==> src/rtl/core/kgc_pkg.sv <==
// Shared types, codes and constants for the key gesture classifier.
package kgc_pkg;

  // Field widths fixed by the request and event formats
  localparam int MODE_W = 2;
  localparam int KEY_W  = 4;
  localparam int AMT_W  = 8;
  localparam int KIND_W = 3;
  localparam int IDX_W  = 3;
  localparam int TIME_W = 32;
  localparam int HOLD_W = 16;

  // Defaults
  localparam int                NUM_KEYS_DEF  = 7;
  localparam logic [HOLD_W-1:0] HOLD_TIME_RST = 16'd500;

  // Special key numbers
  localparam logic [KEY_W-1:0] KEY_LEFT  = 4'd7;
  localparam logic [KEY_W-1:0] KEY_RIGHT = 4'd8;

  // Pair members
  localparam int TOP_A = 0;
  localparam int TOP_B = 3;
  localparam int BOT_A = 2;
  localparam int BOT_B = 5;

  // Request modes
  typedef enum logic [MODE_W-1:0] {
    MODE_PRESS   = 2'd0,
    MODE_RELEASE = 2'd1,
    MODE_TURN    = 2'd2,
    MODE_TICK    = 2'd3
  } mode_t;

  // Event kinds
  typedef enum logic [KIND_W-1:0] {
    EV_CLICK      = 3'd0,
    EV_SIDE_CLICK = 3'd1,
    EV_SIDE_COMBO = 3'd2,
    EV_TOP_PAIR   = 3'd3,
    EV_BOT_PAIR   = 3'd4,
    EV_TURN       = 3'd5,
    EV_HOLD       = 3'd6
  } ev_kind_t;

  // One registered request
  typedef struct packed {
    mode_t                   mode;
    logic [KEY_W-1:0]        key;
    logic signed [AMT_W-1:0] amount;
  } req_t;

  // Classifier decision for one request
  typedef struct packed {
    logic                    fire;
    ev_kind_t                kind;
    logic [IDX_W-1:0]        index;
    logic signed [AMT_W-1:0] amount;
  } evt_t;

endpackage

==> src/rtl/core/key_gesture_classifier.sv <==
// Requests wait in the input register; events go out from the result register.
// Throughput: one request per cycle while the result register has space; a tick's
// hold check (stamp select, 32-bit subtract and compare) lies between the registers.
// A held event does not stop intake while a new request fits behind it.
// Reset (rst_n low, synchronous) clears key flags, timers, pairs, the ms counter
// and both stage valids, and sets hold_time to 500.
module key_gesture_classifier import kgc_pkg::*; #(
  parameter int NUM_KEYS = NUM_KEYS_DEF
) (
  input  logic                    clk,
  input  logic                    rst_n,
  input  logic                    cfg_wr_en,
  input  logic [HOLD_W-1:0]       cfg_wr_data,
  input  logic                    in_valid,
  output logic                    in_ready,
  input  logic [MODE_W-1:0]       in_mode,
  input  logic [KEY_W-1:0]        in_key,
  input  logic signed [AMT_W-1:0] in_turn_amount,
  output logic                    out_valid,
  input  logic                    out_ready,
  output logic [KIND_W-1:0]       out_event_kind,
  output logic [IDX_W-1:0]        out_event_index,
  output logic signed [AMT_W-1:0] out_event_amount
);

  logic req_valid, space, go;
  req_t req;
  evt_t evt;

  // A request is classified when the result register can take its event
  assign go = req_valid && space;

  kgc_in_stage u_in (
    .clk            (clk),
    .rst_n          (rst_n),
    .in_valid       (in_valid),
    .in_ready       (in_ready),
    .in_mode        (in_mode),
    .in_key         (in_key),
    .in_turn_amount (in_turn_amount),
    .take           (go),
    .req_valid      (req_valid),
    .req            (req)
  );

  kgc_core #(.NUM_KEYS(NUM_KEYS)) u_core (
    .clk         (clk),
    .rst_n       (rst_n),
    .cfg_wr_en   (cfg_wr_en),
    .cfg_wr_data (cfg_wr_data),
    .go          (go),
    .req         (req),
    .evt         (evt)
  );

  kgc_out_stage u_out (
    .clk              (clk),
    .rst_n            (rst_n),
    .go               (go),
    .evt              (evt),
    .space            (space),
    .out_valid        (out_valid),
    .out_ready        (out_ready),
    .out_event_kind   (out_event_kind),
    .out_event_index  (out_event_index),
    .out_event_amount (out_event_amount)
  );

endmodule

==> src/rtl/core/kgc_in_stage.sv <==
// Input register stage: holds one request until the classifier takes it.
module kgc_in_stage import kgc_pkg::*; (
  input  logic                    clk,
  input  logic                    rst_n,
  input  logic                    in_valid,
  output logic                    in_ready,
  input  logic [MODE_W-1:0]       in_mode,
  input  logic [KEY_W-1:0]        in_key,
  input  logic signed [AMT_W-1:0] in_turn_amount,
  input  logic                    take,
  output logic                    req_valid,
  output req_t                    req
);

  logic req_valid_r, req_valid_nxt;
  req_t req_r;
  logic load;

  // Free when empty or when the held request leaves this cycle
  assign in_ready = !req_valid_r || take;
  assign load     = in_valid && in_ready;

  always_comb begin
    req_valid_nxt = req_valid_r;
    if (load) begin
      req_valid_nxt = 1'b1;
    end else if (take) begin
      req_valid_nxt = 1'b0;
    end
  end

  always_ff @(posedge clk) begin
    if (!rst_n) begin
      req_valid_r <= 1'b0;
    end else begin
      req_valid_r <= req_valid_nxt;
    end
  end

  // Payload, no reset
  always_ff @(posedge clk) begin
    if (load) begin
      req_r.mode   <= mode_t'(in_mode);
      req_r.key    <= in_key;
      req_r.amount <= in_turn_amount;
    end
  end

  assign req_valid = req_valid_r;
  assign req       = req_r;

endmodule

==> src/rtl/core/kgc_core.sv <==
// Classifier: key state, hold timers, time counter and event decision.
module kgc_core import kgc_pkg::*; #(
  parameter int NUM_KEYS = NUM_KEYS_DEF
) (
  input  logic              clk,
  input  logic              rst_n,
  input  logic              cfg_wr_en,
  input  logic [HOLD_W-1:0] cfg_wr_data,
  input  logic              go,
  input  req_t              req,
  output evt_t              evt
);

  localparam int KI_W = $clog2(NUM_KEYS);

  // State
  logic [HOLD_W-1:0]   hold_time_r;
  logic [NUM_KEYS-1:0] key_down_r, key_down_nxt;
  logic [NUM_KEYS-1:0] timer_on_r, timer_on_nxt;
  logic [NUM_KEYS-1:0] held_r, held_nxt;
  logic                pair_top_r, pair_top_nxt;
  logic                pair_bot_r, pair_bot_nxt;
  logic [1:0]          side_down_r, side_down_nxt;
  logic [TIME_W-1:0]   now_ms_r, now_ms_nxt;
  logic [TIME_W-1:0]   press_stamp_r [NUM_KEYS];

  // Decode
  logic                enc_key, side_key;
  logic [KI_W-1:0]     key_idx;
  logic [NUM_KEYS-1:0] key_oh;
  logic [1:0]          side_bit;
  logic                stamp_we;

  // Hold check
  logic                lone_key;
  logic [KI_W-1:0]     found;
  logic [TIME_W-1:0]   now_inc, elapsed;
  logic                hold_due;

  assign enc_key  = req.key < KEY_W'(NUM_KEYS);
  assign side_key = (req.key == KEY_LEFT) || (req.key == KEY_RIGHT);
  assign key_idx  = req.key[KI_W-1:0];
  assign key_oh   = enc_key ? ({{(NUM_KEYS-1){1'b0}}, 1'b1} << key_idx) : '0;
  assign side_bit = (req.key == KEY_RIGHT) ? 2'b10 : 2'b01;

  // Highest-numbered running timer
  always_comb begin
    found = '0;
    for (int i = 0; i < NUM_KEYS; i++) begin
      if (timer_on_r[i]) begin
        found = KI_W'(i);
      end
    end
  end

  assign lone_key = (key_down_r != '0) && ((key_down_r & (key_down_r - 1'b1)) == '0);
  assign now_inc  = now_ms_r + 1'b1;
  assign elapsed  = now_inc - press_stamp_r[found];
  assign hold_due = lone_key && (timer_on_r != '0)
                    && (elapsed >= {{(TIME_W-HOLD_W){1'b0}}, hold_time_r});

  // Next state and event
  always_comb begin
    key_down_nxt  = key_down_r;
    timer_on_nxt  = timer_on_r;
    held_nxt      = held_r;
    pair_top_nxt  = pair_top_r;
    pair_bot_nxt  = pair_bot_r;
    side_down_nxt = side_down_r;
    now_ms_nxt    = now_ms_r;
    stamp_we      = 1'b0;
    evt.fire      = 1'b0;
    evt.kind      = EV_CLICK;
    evt.index     = '0;
    evt.amount    = '0;
    case (req.mode)
      MODE_PRESS: begin
        if (side_key) begin
          side_down_nxt = side_down_r | side_bit;
          if (side_down_nxt == 2'b11) begin
            evt.fire = 1'b1;
            evt.kind = EV_SIDE_COMBO;
          end
        end else if (enc_key) begin
          key_down_nxt = key_down_r | key_oh;
          stamp_we     = 1'b1;
          timer_on_nxt = timer_on_r | key_oh;
          // another key already down: cancel all holds
          if ((key_down_r & ~key_oh) != '0) begin
            timer_on_nxt = '0;
          end
          if (key_down_nxt[TOP_A] && key_down_nxt[TOP_B]) begin
            pair_top_nxt = 1'b1;
            evt.fire     = 1'b1;
            evt.kind     = EV_TOP_PAIR;
          end else if (key_down_nxt[BOT_A] && key_down_nxt[BOT_B]) begin
            pair_bot_nxt = 1'b1;
            evt.fire     = 1'b1;
            evt.kind     = EV_BOT_PAIR;
          end
        end
      end
      MODE_RELEASE: begin
        if (side_key) begin
          side_down_nxt = side_down_r & ~side_bit;
          if ((side_down_nxt & ~side_bit) == 2'b00) begin
            evt.fire  = 1'b1;
            evt.kind  = EV_SIDE_CLICK;
            evt.index = (req.key == KEY_RIGHT) ? IDX_W'(1) : IDX_W'(0);
          end
        end else if (enc_key) begin
          key_down_nxt = key_down_r & ~key_oh;
          timer_on_nxt = timer_on_r & ~key_oh;
          if ((held_r & key_oh) != '0) begin
            held_nxt = held_r & ~key_oh;
          end else if (pair_top_r && (req.key == KEY_W'(TOP_A)
                                      || req.key == KEY_W'(TOP_B))) begin
            pair_top_nxt = key_down_nxt[TOP_A] || key_down_nxt[TOP_B];
          end else if (pair_bot_r && (req.key == KEY_W'(BOT_A)
                                      || req.key == KEY_W'(BOT_B))) begin
            pair_bot_nxt = key_down_nxt[BOT_A] || key_down_nxt[BOT_B];
          end else begin
            evt.fire  = 1'b1;
            evt.kind  = EV_CLICK;
            evt.index = req.key[IDX_W-1:0];
          end
        end
      end
      MODE_TURN: begin
        if (enc_key) begin
          evt.fire   = 1'b1;
          evt.kind   = EV_TURN;
          evt.index  = req.key[IDX_W-1:0];
          evt.amount = req.amount;
        end
      end
      MODE_TICK: begin
        now_ms_nxt = now_inc;
        if (hold_due) begin
          timer_on_nxt[found] = 1'b0;
          held_nxt[found]     = 1'b1;
          evt.fire            = 1'b1;
          evt.kind            = EV_HOLD;
          evt.index           = IDX_W'(found);
        end
      end
      default: begin
      end
    endcase
  end

  // Control state
  always_ff @(posedge clk) begin
    if (!rst_n) begin
      key_down_r  <= '0;
      timer_on_r  <= '0;
      held_r      <= '0;
      pair_top_r  <= 1'b0;
      pair_bot_r  <= 1'b0;
      side_down_r <= 2'b00;
      now_ms_r    <= '0;
    end else if (go) begin
      key_down_r  <= key_down_nxt;
      timer_on_r  <= timer_on_nxt;
      held_r      <= held_nxt;
      pair_top_r  <= pair_top_nxt;
      pair_bot_r  <= pair_bot_nxt;
      side_down_r <= side_down_nxt;
      now_ms_r    <= now_ms_nxt;
    end
  end

  // Hold time register
  always_ff @(posedge clk) begin
    if (!rst_n) begin
      hold_time_r <= HOLD_TIME_RST;
    end else if (cfg_wr_en) begin
      hold_time_r <= cfg_wr_data;
    end
  end

  // Press stamps; only read once a press has written them
  always_ff @(posedge clk) begin
    if (go && stamp_we) begin
      press_stamp_r[key_idx] <= now_ms_r;
    end
  end

endmodule

==> src/rtl/core/kgc_out_stage.sv <==
// Result register: holds one event until the consumer takes it.
module kgc_out_stage import kgc_pkg::*; (
  input  logic                    clk,
  input  logic                    rst_n,
  input  logic                    go,
  input  evt_t                    evt,
  output logic                    space,
  output logic                    out_valid,
  input  logic                    out_ready,
  output logic [KIND_W-1:0]       out_event_kind,
  output logic [IDX_W-1:0]        out_event_index,
  output logic signed [AMT_W-1:0] out_event_amount
);

  logic out_valid_r, out_valid_nxt;
  evt_t evt_r;
  logic load;

  assign space = !out_valid_r || out_ready;
  assign load  = go && evt.fire;

  always_comb begin
    out_valid_nxt = out_valid_r;
    if (load) begin
      out_valid_nxt = 1'b1;
    end else if (out_ready) begin
      out_valid_nxt = 1'b0;
    end
  end

  always_ff @(posedge clk) begin
    if (!rst_n) begin
      out_valid_r <= 1'b0;
    end else begin
      out_valid_r <= out_valid_nxt;
    end
  end

  // Payload, no reset
  always_ff @(posedge clk) begin
    if (load) begin
      evt_r <= evt;
    end
  end

  assign out_valid        = out_valid_r;
  assign out_event_kind   = evt_r.kind;
  assign out_event_index  = evt_r.index;
  assign out_event_amount = evt_r.amount;

endmodule

==> config.mk <==
export PLATFORM = sky130hd
export DESIGN_NAME = key_gesture_classifier
export DESIGN_NICKNAME = d
export VERILOG_FILES = /design/src/rtl/core/kgc_pkg.sv /design/src/rtl/core/key_gesture_classifier.sv /design/src/rtl/core/kgc_in_stage.sv /design/src/rtl/core/kgc_core.sv /design/src/rtl/core/kgc_out_stage.sv
export SDC_FILE = /design/constraint.sdc
export NUM_CORES = 1
export LEC_CHECK = 0
export CORE_ASPECT_RATIO = 1.4
export CORE_MARGIN = 4
export CORE_UTILIZATION = 40
export DETAILED_ROUTE_END_ITERATION = 12
export DONT_BUFFER_PORTS = 1
export GPL_TIMING_DRIVEN = 1
export PLACE_DENSITY = 0.6
export SYNTH_ARGS = -nofsm -noshare
export SYNTH_HDL_FRONTEND = slang
export SYNTH_HIERARCHICAL = 1
export SYNTH_SLANG_ARGS = --single-unit
==> constraint.sdc <==
create_clock -name clk -period 9.7 [get_ports clk]
set_input_delay 0.485 -clock clk [delete_from_list [all_inputs] [get_ports clk]]
set_output_delay 0.485 -clock clk [all_outputs]
set_load 0.05 [all_outputs]
======== Word-level counts from Yosys, hierarchy flattened ========
Memory sizes are Yosys's and may differ from the RTL's.
Cells that the tools add are included.
operators by class
  shift-type cells ........................ 1
  div/mod/pow operators ................... 0
  $lt $le $gt $ge ......................... 4
  equal/unequal tests ..................... 24
  multiply operators ...................... 0
  $add $sub $neg .......................... 3
  bitwise logic cells ..................... 15
  reductions and logical operators ........ 42
  muxes and demuxes ....................... 73
operator list
  kind                                                   number
  two-way mux 7 bit                                      22
  bitwise AND 7 bit                                      6
  adder 32 x 1 -> 32 bit, second input constant          1
  >= comparator 32 x 16 -> 1 bit                         1
  subtractor 32 bit                                      1
  two-way mux 1 bit                                      28
  case mux 7 bit (2 select lines)                        2
  nonzero test 7 bit                                     4
  OR 7 bit                                               3
  case mux 7 bit (3 select lines)                        1
  two-way mux 4 bit                                      5
  inequality test 2 x 1 -> 1 bit, second input constant  10
  case mux 4 bit (4 select lines)                        1
  two-way mux 15 bit                                     1
  inverter 7 bit                                         2
  logical AND 1 bit                                      12
  AND reduction 6 bit                                    2
  AND reduction 11 bit                                   1
  two-way mux 2 bit                                      5
  inequality test 2 bit, second input constant           5
  two-way mux 3 bit                                      3
  case mux 3 bit (3 select lines)                        1
  AND reduction 9 bit                                    1
  == test 4 x 2 -> 1 bit, second input constant          2
  other kinds (25)                                       42
word-level totals
  latch bits .............................. 0
  flip-flop bits (word level) ............. 103
  bits in read-only memories .............. 0
  bits in writable memories ............... 224
  memories kept ........................... 1
  input port bits ......................... 35
memories
  memory                depth  width  rd ports  clocked after Yosys merged registers in  write ports  line            RTL
  u_core.press_stamp_r  7      32     1         0                                        1            kgc_core.sv:25  logic [TIME_W-1:0] press_stamp_r [NUM_KEYS];

======== Longest topological paths before layout ========
Gate-level depths: netlist of run 1.
  word-level depth ........................ 14
  gate-level depth with buffers ........... 28

======== Cells and area by module ========
Netlist of run 1, hierarchy kept.
modules (own cells, without submodules)
  module                  cells an instance  times used  sequential area each (um2)  area each (um2)
  kgc_core                1362               1           8187.9                      14910.6
  kgc_in_stage            19                 1           440.4                       478.0
  kgc_out_stage           19                 1           440.4                       473.0
  key_gesture_classifier  1                  1           0.0                         6.3

======== Least setup slack after synthesis of run 1 ========
No wires, ideal clock.
  kind .................................... reg-to-reg
  from .................................... register u_core.now_ms_r[0]
  to ...................................... register u_out.evt_r, in the netlist u_out/out_event_amount[0], enable pin
  required time ........................... 9396 ps
  clock period less this slack ............ 6036 ps
  path slack .............................. 3664 ps
  library setup time ...................... 304 ps
  data arrival time ....................... 5732 ps
  stages on the path, launching flop included .. 26
  cell sequence ........................... dfxtp_1 ha_1 nand3_1 nor4_2 nand3_2 or3_1 clkbuf_1 nor3_2 and3_1 buf_2 nand3_1 xnor2_1 ha_1 buf_2 a21o_1 a211o_1 o22ai_1 mux2i_1 a2111oi_0 o2111ai_1 a2111oi_2 nand3_2 nand2_1 nand3_1 nand2_1 inv_1
RTL lines
  element                   line                 RTL
  start: declaration        kgc_core.sv:24       logic [TIME_W-1:0] now_ms_r, now_ms_nxt;
  start signal: assignment  kgc_core.sv:169      now_ms_r <= now_ms_nxt;
  end signal: assignment    kgc_out_stage.sv:42  evt_r <= evt;
  end: declaration          kgc_out_stage.sv:16  evt_t evt_r;

==> run summary, run 1 <==
Shortest period the worst path allows = 7.24 ns
Post-synthesis cell count = 1401
Initial Util = 40.4%
Max Used Layer = met4
Reg-to-reg endpoint = u_out/out_event_amount[3]
Hold Vio Cnt, Final = 0
Commonest cells after routing, fill and taps aside = 252 x edfxtp_1, 124 x nor2_1, 112 x nand2_1, 98 x a21oi_1, 74 x dfxtp_1
Clk_lat worst skew = 0.54 ns
CP Data Arrival Time = 7.46 ns
Boundary pin count = 51
CTS root buf = clkbuf_16
Hold Path Sink = u_in/req[12]
EDFF count, synth = 252
Post-DP HPWL = 25900 um
Mux share of post-synthesis cell area = 4.61%
Synthesized area = 15900 um^2
Routed Wire Length = 39400 um
Avg Synthesized Cell Area = 11.3 um^2
Largest family of logic cells by synthesized area = compound AO/OA/AOI/OAI gates
Final setup fails = 0
Die area = 43000 um^2
Pwr/cell area = 164 nW/um^2
Hold buffers post-CTS = 0
Post-route antenna net violation count = 0
Diode count = 0
Slew Viols, Final = 0
Setup TNS = 0 ns
Gr usage total = 18.2%
Rows = 86
CTS tree = done
Layout Nets = 1461
Most common cell after layout, fill and taps aside = edfxtp_1
Clk sink count = 327
Vias in the first global route = 11100
Synth cell types = 76
Top_reg_cell synth = edfxtp_1
Die height = 244 um
Residual DRC = 0
Worst Setup SP = u_core/now_ms_r[0]
Core Box Area = 39300 um^2
RSZ-0062 raised after global routing = false
Flop and latch count out of synthesis = 327
Static Leakage = 5.53 nW
Clock tree buffer depth = 3
Layout cell share with drive strength beyond 1 = 7.49%
First-pass GRT wire length = 62000 um
Worst-Margin Slew = 0.999 ns
Post-CTS setup buffer count = 0
Final period utilization = 74.6%
Post-CTS Resized = 0
I/O Buffers = 0
GPL Wtd Cong = 0.926
Pre-antenna DRT Iters = 5
Final Util = 44.5%
FF-to-FF Start = u_core/now_ms_r[0]
FMAX = 0.138 GHz
WHS Path Cells = 0
Drt initial violations = 807
Clk slew on worst S/H paths = 0.06 ns
Post-synthesis sequential area ratio = 57.2%
Xor/xnor cell area share of the yosys netlist = 3.97%
Routed wire per std cell = 20.4 um
Worst VDD drop = 0.0000876 V
M1 wire length = 16000 um
Routed wl met2 = 20300 um
Die Width = 176 um
Antenna violations before repair = 0
CTS Buf Count = 34
Final setup margin = 2.46 ns
Critical Path Source Type = flop
WP data required = 9.92 ns
Synth Net Count = 1487
Layout Cells excl Fill = 1929
Largest net degree at the start of global routing = 76
Worst setup EP type = flop
Status = completed
Worst slew margin = 32.9%
Synth Area in Simple Gates = 12.4%
Reg2Reg Depth = 22
YS warnings = 6
Area delta synth->final = 10.2%
Worst Setup Path Type = flop to flop
Grt ovf = 0
Clock skew = 0.0299 ns
Via count = 10900
Post-Synth Adder-Cell Area = 4.13%
DR WL met3 = 1420 um
Placed insts = 1867
H-tree levels = 2
R2r setup slk = 2.46 ns
Complex-gate fraction of the synthesized area = 14.9%
Maximum fanout along the worst path = 14
Vias/cell = 5.63
Place WS = 2.57 ns
Async S/R FF share, synth = 0%
Max Cap Viol = 0
Hold/Removal Path Class = primary input to flop
Startpoint of the worst hold path = in_mode[0]
final cells by class:
class | instances | area [um^2]
Multi-Input combinational cell | 957 | 6400
Clock buffer | 45 | 912
Fill cell | 3596 | 21800
Clock inverter | 17 | 163
Timing Repair Buffer | 18 | 135
Tap cell | 528 | 661
Inverter | 37 | 139
Sequential cell | 327 | 9070
worst max-delay path by stage:
stage / cells past startpoint / slack [ns] / endpoint
2_1_floorplan: 25 / 3.66 / u_out/out_event_amount[0]
3_3_place_gp: 25 / 2.73 / u_out/out_event_amount[2]
3_5_place_dp: 22 / 2.57 / u_out/out_event_amount[5]
4_1_cts: 22 / 2.53 / u_out/out_event_amount[3]
5_1_grt: 21 / 1.89 / u_out/out_event_amount[2]
6_report: 22 / 2.46 / u_out/out_event_amount[3]
layer usage:
metal | up-vias | track usage (%)
met1 | 5300 | 21.7
met5 | - | 0
li1 | 5214 | -
met2 | 254 | 32.9
met4 | 0 | 7.31
met3 | 97 | 2.47
cell usage after synthesis, drive strengths merged (17+ instances only):
cell type	number	area share, %
a21oi	100	3.2
a221o	28	1.8
buf	17	0.54
clkbuf	63	1.5
dfxtp	75	9.5
edfxtp	252	48
ha	50	3.9
inv	37	0.88
mux2i	72	4.5
nand2	112	2.6
nand3	31	1.0
nand4	21	0.83
nor2	130	3.1
nor3	38	1.2
o21ai	55	1.7
o22ai	38	1.5
xnor2	35	1.9
xor2	37	2.0
sequential cells by signal (all words and copies together) (netlist names), named ones only:
signal,flops
u_core/press_stamp_r,224
u_core/now_ms_r,32
u_core/hold_time_r,16
u_in/req,14
u_out/out_event_amount,8
u_core/held_r,7
u_core/timer_on_r,7
u_out/out_event_index,3
u_out/out_event_kind,3
u_core/pair_bot_r,1
u_core/pair_top_r,1
u_in/req_valid,1
u_out/out_valid,1
critical path: stages, from the launching register on:
cell	delay, ns
dfxtp_1	0.55
ha_1	0.28
nand3_1	0.26
nor4_2	0.54
nand3_2	0.26
or3_1	0.53
nor3_2	0.32
and3_1	0.31
nand3_1	0.12
xnor2_1	0.16
ha_1	0.45
nand2_1	0.14
o21ai_0	0.15
a2111oi_0	0.47
a31oi_1	0.17
a2111oi_0	0.34
o2111ai_1	0.22
a2111oi_2	0.65
nand3_2	0.28
nand2_1	0.24
nand3_1	0.09
nand2_1	0.10
inv_1	0.24
through the flow:
step	area, um^2	hold WS (ns)	total power (W)
2_1_floorplan	15900	0.449	0.00161
3_3_place_gp	16400	0.465	0.00163
3_5_place_dp	16400	0.471	0.00163
4_1_cts	17500	0.0151	0.00290
5_1_grt	17500	0.0192	0.00296
6_report	17500	0.0370	0.00287
power by group:
part           leakage, nW  internal, W  switching, W   total, W
sequential            2.52      0.00151     0.0000171    0.00152
clock                0.519     0.000723      0.000539    0.00126
combinational         2.49    0.0000255     0.0000542  0.0000798
total                 5.53      0.00226      0.000610    0.00287
logic make-up (layout without fill, tap and decap cells):
group,count (synthesis),count (layout)
simple gates,414,414
compound gates,346,346
flops,327,327
buf+inv,117,117
mux,73,73
xor+xnor,72,72
fa+ha+maj,52,52
No activity file was read; power rests on OpenSTA's default activity.
==> inputs of run 2 (changes only) <==
--- a/config.mk
+++ b/config.mk
@@ -11,7 +11,7 @@
 export DETAILED_ROUTE_END_ITERATION = 12
 export DONT_BUFFER_PORTS = 1
 export GPL_TIMING_DRIVEN = 1
-export PLACE_DENSITY = 0.6
+export PLACE_DENSITY = 0.62
 export SYNTH_ARGS = -nofsm -noshare
 export SYNTH_HDL_FRONTEND = slang
 export SYNTH_HIERARCHICAL = 1
==> constraint.sdc (replaced) <==
create_clock -name clk -period 6.2 [get_ports clk]
set_input_delay 0.31 -clock clk [delete_from_list [all_inputs] [get_ports clk]]
set_output_delay 0.31 -clock clk [all_outputs]
set_load 0.05 [all_outputs]
==> run summary, run 2 (synthesized netlist as in run 1, its figures left out) <==
Status = completed (unchanged)
I/O Buffers = 0 (unchanged)
Commonest cells after routing, fill and taps aside = 252 x edfxtp_1, 123 x nor2_1, 111 x nand2_1, 97 x a21oi_1, 73 x dfxtp_1 (was 252 x edfxtp_1, 124 x nor2_1, 112 x nand2_1, 98 x a21oi_1, 74 x dfxtp_1)
Flip-flop count of the largest register after layout = 224 (unchanged)
Boundary pin count = 51 (unchanged)
Die height = 244 um (unchanged)
Final setup fails = 0 (unchanged)
Register area = 9070 um^2 (about the same)
Post-DP HPWL = 26400 um (was 25900 um)
Clk sink count = 327 (unchanged)
Layout Nets = 1534 (was 1461)
Static Leakage = 5.97 nW (was 5.53 nW)
FMAX = 0.170 GHz (was 0.138 GHz)
Drt initial violations = 859 (was 807)
Worst VDD drop = 0.000162 V (was 0.0000876 V)
Max Cap Viol = 0 (unchanged)
Final Cell Area = 18400 um^2 (was 17500 um^2)
Layout cell share with drive strength beyond 1 = 10.7% (was 7.49%)
Grt ovf = 0 (unchanged)
Sequential Power Share = 49.6% (was 53.2%)
Worst-Margin Slew = 1.08 ns (was 0.999 ns)
Area delta synth->final = 15.8% (was 10.2%)
CTS root buf = clkbuf_16 (unchanged)
Worst setup EP type = flop (unchanged)
Fin Hold WS = 0.170 ns (was 0.0370 ns)
Post-route antenna net violation count = 0 (unchanged)
Maximum fanout along the worst path = 14 (unchanged)
Rows = 86 (unchanged)
Fillers = 3529 (was 3596)
Routed wire per std cell = 20.2 um (was 20.4 um)
Internal Power = 0.00383 W (was 0.00226 W)
Largest net degree at the start of global routing = 39 (was 76)
H-tree levels = 2 (unchanged)
First-pass GRT wire length = 63100 um (was 62000 um)
Shortest period the worst path allows = 5.87 ns (was 7.24 ns)
Pre-antenna DRT Iters = 5 (unchanged)
Regs by FF count = u_core/press_stamp_r (224), u_core/now_ms_r (32), u_core/hold_time_r (16) (unchanged)
Reg2Reg Depth = 26 (was 22)
Routed Wire Length = 40500 um (was 39400 um)
CTS Buf Count = 35 (was 34)
Vias/cell = 5.61 (was 5.63)
Worst Setup Path Type = flop to flop (unchanged)
Worst slew margin = 27.6% (was 32.9%)
Final period utilization = 94.7% (was 74.6%)
Hold Vio Cnt, Final = 0 (unchanged)
Via count = 11200 (was 10900)
Biggest register = u_core/press_stamp_r (unchanged)
CP Data Arrival Time = 6.11 ns (was 7.46 ns)
Die area = 43000 um^2 (unchanged)
CP Depth = 26 (was 22)
Largest delay share family, worst path = compound AO/OA/AOI/OAI gates (was simple AND/OR/NAND/NOR gates)
Critical Path Source Type = flop (unchanged)
Antenna violations before repair = 0 (unchanged)
Initial Util = 40.4% (unchanged)
Residual DRC = 0 (unchanged)
Clock skew = 0.0174 ns (was 0.0299 ns)
Max incr delay on CP = 0.49 ns (was 0.65 ns)
Diode count = 0 (unchanged)
Most common cell after layout, fill and taps aside = edfxtp_1 (unchanged)
Switching Share = 20.3% (was 21.3%)
Clock tree buffer depth = 3 (unchanged)
Pwr/cell area = 261 nW/um^2 (was 164 nW/um^2)
Die Width = 176 um (unchanged)
Core Box Area = 39300 um^2 (unchanged)
CTS tree = done (unchanged)
Placement Cell Area = 16700 um^2 (was 16400 um^2)
Multi-input gate area = 6450 um^2 (was 6400 um^2)
Slew Viols, Final = 0 (unchanged)
GPL Wtd Cong = 0.961 (was 0.926)
Combinational share of power = 3.2% (was 2.8%)
Gr usage total = 18.4% (was 18.2%)
Clock power share = 47.2% (was 44.0%)
Hold/Removal Path Class = primary input to flop (unchanged)
Crit path buffers/inverters = 5 (was 1)
Clk_lat worst skew = 0.52 ns (was 0.54 ns)
Net Sw Power = 0.000975 W (was 0.000610 W)
Final Util = 46.8% (was 44.5%)
Clk slew on worst S/H paths = 0.06 ns (about the same)
WP data required = 6.44 ns (was 9.92 ns)
Vias in the first global route = 11400 (was 11100)
Slowest CP cell = a311oi_1 (was a2111oi_2)
WHS Path Cells = 1 (was 0)
-- run 2: cell count changes in the layout (fill, tap and decap cells not counted), moves of 3 or more --
cell	previous run	this run
clkbuf_16	34	38
bufinv_16	2	7
a2111oi_0	9	6
dlygate4sd3_1	0	34
clkinv_2	6	2
buf_4	18	52
-- run 2: worst paths after layout --
path	start	to	slack (ns)
min reg2reg	u_core/held_r[0]	u_core/held_r[0]	0.48
min	in_valid	u_in/req[10]	0.17
max reg2reg	u_core/timer_on_r[2]	u_out/out_event_amount[0]	0.33
max	u_core/timer_on_r[2]	u_out/out_event_amount[0]	0.33
-- run 2: per-stage QoR --
stage               setup slack (ns)  total power [W]  TNS, ns  std cells
floorplan                      0.164          0.00252        0       1401
global placement               0.146          0.00256        0       1901
detailed placement            0.0333          0.00256        0       1901
CTS                           0.0128          0.00486        0       1998
global route                 -0.0262          0.00496   -0.143       2002
finish                         0.329          0.00480        0       2002
-- run 2: per-layer routing --
layer  global-route usage [%]  up-vias  part of all wire (%)
met4                     6.06        0                   2.9
met5                        0        -                     0
met3                     2.23       85                   3.5
met1                     22.3     5526                    42
li1                         -     5366                     -
met2                     33.8      256                    52
-- run 2: timing repair --
| action | 4_1_cts | 5_1_grt |
|---|---|---|
| endpoints found under the hold margin | 37 | 0 |
| buffers inserted | 0 | 2 |
| setup endpoints to repair | 0 | 34 |
| resized for setup | 0 | 20 |
| hold buffers | 34 | 0 |
-- run 2: final cells by class --
cell class                 instances  share of cell area [%]
clock buffer                      46                    5.33
inverter                          37                   0.776
tap                              528                    3.59
timing repair inverter             1                  0.0408
sequential                       327                    49.4
timing repair buffer              89                    4.28
multi-input combinational        957                    35.1
clock inverter                    17                    1.52
-- run 2: power by group through the flow --
stage / logic [W] / registers (W) / clock network [W]
2_1_floorplan: 0.0000947 / 0.00242 / 0
3_3_place_gp: 0.000124 / 0.00243 / 0
3_5_place_dp: 0.000126 / 0.00243 / 0
4_1_cts: 0.000149 / 0.00238 / 0.00233
5_1_grt: 0.000167 / 0.00239 / 0.00240
6_report: 0.000151 / 0.00238 / 0.00227
